## src/rtl/scc_pkg.sv

```systemverilog
// Shared types and constants for the space curve curvature pipeline.
// No dependencies.
`default_nettype none
package scc_pkg;
   localparam int QUOT_WIDTH = 32;
   localparam int CSR_WIDTH  = 32;

   typedef struct packed {
      logic too_slow;
      logic sat;
   } flags_type;
endpackage
`default_nettype wire

```

## src/rtl/scc_cell.sv

```systemverilog
// One root-digit cell: tries quotient bit BIT against the running residual.
// Uses scc_pkg.
`default_nettype none
module scc_cell import scc_pkg::*; #(
   parameter int BIT = 31,
   parameter int EW  = 120,
   parameter int VW  = 96
) (
   input  wire logic                  clock,
   input  wire logic                  reset,
   input  wire logic                  in_valid,
   output logic                       in_ready,
   input  wire logic [EW-1:0]         in_e,
   input  wire logic [VW+QUOT_WIDTH-1:0] in_p,
   input  wire logic [VW-1:0]         in_v,
   input  wire logic [QUOT_WIDTH-1:0] in_q,
   input  wire flags_type             in_flags,
   output logic                       out_valid,
   input  wire logic                  out_ready,
   output logic [EW-1:0]              out_e,
   output logic [VW+QUOT_WIDTH-1:0]   out_p,
   output logic [VW-1:0]              out_v,
   output logic [QUOT_WIDTH-1:0]      out_q,
   output flags_type                  out_flags
);
   localparam int PW  = VW + QUOT_WIDTH;
   localparam int DW0 = VW + 2 * QUOT_WIDTH + 2;
   localparam int XW  = ((DW0 > EW) ? DW0 : EW) + 1;

   logic          valid_ff;
   logic [EW-1:0] e_ff;
   logic [PW-1:0] p_ff;
   logic [VW-1:0] v_ff;
   logic [QUOT_WIDTH-1:0] q_ff;
   flags_type     fl_ff;

   // trial: (2*q*2^b + 2^2b) * V = (P << b+1) + (V << 2b)
   logic [XW-1:0] dlt, ex;
   logic          take;
   always_comb begin
      dlt  = (XW'(in_p) << (BIT + 1)) + (XW'(in_v) << (2 * BIT));
      ex   = XW'(in_e);
      take = dlt <= ex;
   end

   assign in_ready = !valid_ff || out_ready;

   always_ff @(posedge clock) begin
      if (reset) begin
         valid_ff <= 1'b0;
      end else if (in_ready) begin
         valid_ff <= in_valid;
      end
   end

   always_ff @(posedge clock) begin
      if (in_ready) begin
         v_ff  <= in_v;
         fl_ff <= in_flags;
         if (take) begin
            e_ff <= EW'(ex - dlt);
            p_ff <= in_p + (PW'(in_v) << BIT);
            q_ff <= in_q | (QUOT_WIDTH'(1) << BIT);
         end else begin
            e_ff <= in_e;
            p_ff <= in_p;
            q_ff <= in_q;
         end
      end
   end

   assign out_valid = valid_ff;
   assign out_e     = e_ff;
   assign out_p     = p_ff;
   assign out_v     = v_ff;
   assign out_q     = q_ff;
   assign out_flags = fl_ff;
endmodule
`default_nettype wire

```

## config.mk

```make
export PLATFORM = sky130hd
export DESIGN_NAME = scc_cell
export DESIGN_NICKNAME = d
export VERILOG_FILES = /design/src/rtl/scc_pkg.sv /design/src/rtl/scc_cell.sv
export SDC_FILE = /design/constraint.sdc
export NUM_CORES = 1
export LEC_CHECK = 0
export BUFFER_PORTS_ARGS = -buffer_cell sky130_fd_sc_hd__buf_2
export CAP_MARGIN = 0
export CORE_AREA = 2 2 293 295
export DETAILED_ROUTE_END_ITERATION = 6
export DIE_AREA = 0 0 295 297
export PLACE_DENSITY = 0.67
export SKIP_CTS_REPAIR_TIMING = 1
export SYNTH_ARGS = -nofsm -noshare
export SYNTH_HDL_FRONTEND = slang
export SYNTH_SLANG_ARGS = --single-unit
```

## constraint.sdc

```tcl
create_clock -name clock -period 14.7 [get_ports clock]
set_clock_uncertainty 0.2 [all_clocks]
set_input_delay 0.735 -clock clock [delete_from_list [all_inputs] [get_ports clock]]
set_output_delay 0.735 -clock clock [all_outputs]
set_load 0.01 [all_outputs]
```

==> results.sh <==
export IMPL_r2r_slack_ns=11.42
export IMPL_hold_violations=0
export IMPL_finalNonFillerCells=5494
export IMPL_period_needed_ns=8.99
export IMPL_ys_seq_area_share_pct=34.3
export IMPL_ios=762
export IMPL_synth_cell_area_sq_um=33100
export IMPL_critPathTopFamily="simple AND/OR/NAND/NOR gates"
export IMPL_drt_wl_total_um=123000
export IMPL_setup_viol=0
export IMPL_root_buffer="clkbuf_16"
export IMPL_drv_slew=0
export IMPL_placed_area_sq_um=37900
export IMPL_max_slew_margin_pct=28.4
export IMPL_dp_hpwl_um=102000
export IMPL_insertion_delay_ns=0.61
export IMPL_syn2layout_area_growth_pct=18.9
export IMPL_grt_start_max_net_pins=107
export IMPL_rsz0062_at_grt="no"
export IMPL_drive_gt1_share_pct=21.2
export IMPL_worstHoldStart="reset"
export IMPL_grt_pass1_vias=29618
export IMPL_crit_required_ns=14.85
export IMPL_worstMarginPinSlew_ns=1.07
export IMPL_numClockSinks=379
export IMPL_fill_cells=8179
export IMPL_cp_slowest_cell="a221oi_1"
export IMPL_rr_worst_depth=3
export IMPL_place_inst=5387
export IMPL_end_kind="register"
export IMPL_r2r_end="out_q[6]$_DFFE_PP_"
export IMPL_synth_nets=4358
export IMPL_final_cell_mix="761 x buf_2, 391 x a21oi_1, 378 x edfxtp_1, 367 x ha_1, 275 x nand2_1"
export IMPL_dieHeight_um=297
export IMPL_final_seq_area_sq_um=11400
export IMPL_peakVddDrop_mv=0.0807
export IMPL_multi_input_area_sq_um=20200
export IMPL_routed_via_count=31329
export IMPL_antenna_found_initial=42
export IMPL_avgSynthCellArea_sq_um=9.19
export IMPL_wl_per_cell_um=22.4
export IMPL_grt_usage_pct=26.8
export IMPL_outcome="finished, final reports clean"
export IMPL_max_clock_path_buffers=3
export IMPL_numPortBuffers=761
export IMPL_dr_wl_met3_um=9430
export IMPL_synthCells=3606
export IMPL_yosysWarnings=0
export IMPL_routabilityCongestion=0.973
export IMPL_path_max_fanout=106
export IMPL_hold_path_class="in -> reg"
export IMPL_clk_pin_slew_ns=0.06
export IMPL_nets=5042
export IMPL_detail_route_antenna_nets=0
export IMPL_crit_type="in -> reg"
export IMPL_min_path_cells=2
export IMPL_async_flop_share_pct=0
export IMPL_drcViolationCount=0
export IMPL_htreeDepth=2
export IMPL_path_buf_inv=3
export IMPL_power_mw=3.97
export IMPL_fin_area_sq_um=39400
export IMPL_placeableCoreArea_sq_um=84500
export IMPL_synth_edf_count=378
export IMPL_initial_utilization_pct=39.2
export IMPL_fmax_mhz=111
export IMPL_top_layer="met5"
export IMPL_routed_via_density=5.70
export IMPL_drt_initial_drc_count=2791
export IMPL_max_cap_viol_count=0
export IMPL_cts_inserted_buffers=45
export IMPL_ys_types=81
export IMPL_grt_ovfl_total=0
export IMPL_timing_setup_tns_ns=0
export IMPL_die_area_sq_um=87600
export IMPL_arrival_ns=9.13
export IMPL_synthFlopType="edfxtp_1"
export IMPL_fin_ws_ns=5.71
export IMPL_r2r_start="out_valid$_SDFFE_PP0P_"
export IMPL_grt_pass1_wl_um=181000
export IMPL_wl_met1_um=53100
export IMPL_cts_tree="done"
export IMPL_p_per_area_nw_per_um2=101
export IMPL_layout_commonest_cell="buf_2"
export IMPL_wl_met2_um=55500
export IMPL_ys_seq_elements=379
export IMPL_die_x_um=295
export IMPL_critPathMaxStageDelay_ns=0.74
export IMPL_rows=107
export IMPL_leakagePower_nw=17.3
export IMPL_dpl_worst_slack_ns=5.23
export IMPL_dr_pass1_iters=6
export IMPL_min_to="out_valid$_SDFFE_PP0P_"
export IMPL_start_kind="input port"
export IMPL_min_period_over_period_pct=61.1
Yosys cell counts, types with 12 or more instances:
cell type	n	area (sq um)
a211oi_1	35	263
a21o_1	125	938
a21oi_1	391	1960
a221oi_1	12	105
a31oi_1	24	150
and2_1	26	163
and3_1	30	188
buf_2	12	60.1
clkbuf_1	106	398
edfxtp_1	378	11400
ha_1	367	4590
inv_1	261	980
mux2_1	52	586
mux2_2	47	529
mux2i_1	94	941
nand2_1	275	1030
nand2b_1	35	219
nand3_1	53	265
nand4_1	94	588
nor2_1	224	841
nor2b_1	35	219
nor3_1	68	340
nor4_1	29	181
o211ai_1	30	225
o21a_1	37	278
o21ai_0	214	1070
o21ai_1	12	60.1
o21bai_1	57	428
o31ai_1	20	150
or2_2	18	113
xnor2_1	157	1380
xor2_1	93	815
power by group:
part	internal [mW]	switching (mW)	total, mW
Combinational	0.577	0.961	1.54
Sequential	1.27	0.0222	1.30
Clock	0.652	0.480	1.13
logic make-up after synthesis:
| family | Yosys count | share of synthesized area (%) |
|---|---|---|
| adder cells (fa/ha/maj) | 370 | 14.0 |
| multiplexers | 193 | 6.20 |
| flip-flops | 379 | 34.3 |
| AND/OR/NAND/NOR | 926 | 13.5 |
| XOR/XNOR | 250 | 6.61 |
| AO/OA/AOI/OAI | 1093 | 20.6 |
| buffers and inverters | 395 | 4.77 |
registers in the layout, indices dropped and copies added, names as in the netlist:
signal     flops
out_q         32
out_v         96
out_e        120
out_valid      1
out_flags      2
out_p        128
through the flow:
step,hold slack [ns],utilization (%)
detailed placement,0.693,44.8
global placement,0.690,44.8
floorplan,0.604,-
finish,0.0678,46.6
global route,0.0632,46.6
CTS,0.0328,46.6
worst max-delay path by stage:
| stage | start | endpoint | slack, ns | cells after the start |
|---|---|---|---|---|
| finish | in_p[31] | out_e[107]$_DFFE_PP_ | 5.71 | 27 |
| global route | in_p[31] | out_e[101]$_DFFE_PP_ | 5.37 | 27 |
| CTS | in_v[27] | out_e[77]$_DFFE_PP_ | 5.86 | 26 |
| detailed placement | in_v[27] | out_e[77]$_DFFE_PP_ | 5.23 | 26 |
| global placement | in_v[27] | out_e[35]$_DFFE_PP_ | 5.32 | 26 |
| floorplan | out_ready | out_valid$_SDFFE_PP0P_ | 3.79 | 2 |
metal layers:
layer	vias to the layer above	global-route usage (%)
met5	-	0
met4	14	11.0
met3	218	4.36
met2	1392	42.4
met1	14938	36.3
li1	14767	-
cell type report:
cell class	instances	area share (%)
Tap cell	1144	3.63
Inverter	261	2.49
Clock inverter	27	0.740
Clock buffer	54	2.94
Antenna cell	26	0.165
Sequential cell	379	28.9
Timing Repair Buffer	771	9.89
Multi-Input combinational cell	2832	51.3
worst reg2reg max path, cell delays in order (launching register included):
cell,delay (ns)
dfxtp_1,0.34
nand2b_4,0.54
buf_4,0.73
buf_4,0.97
No activity file was read; power rests on OpenSTA's default activity.
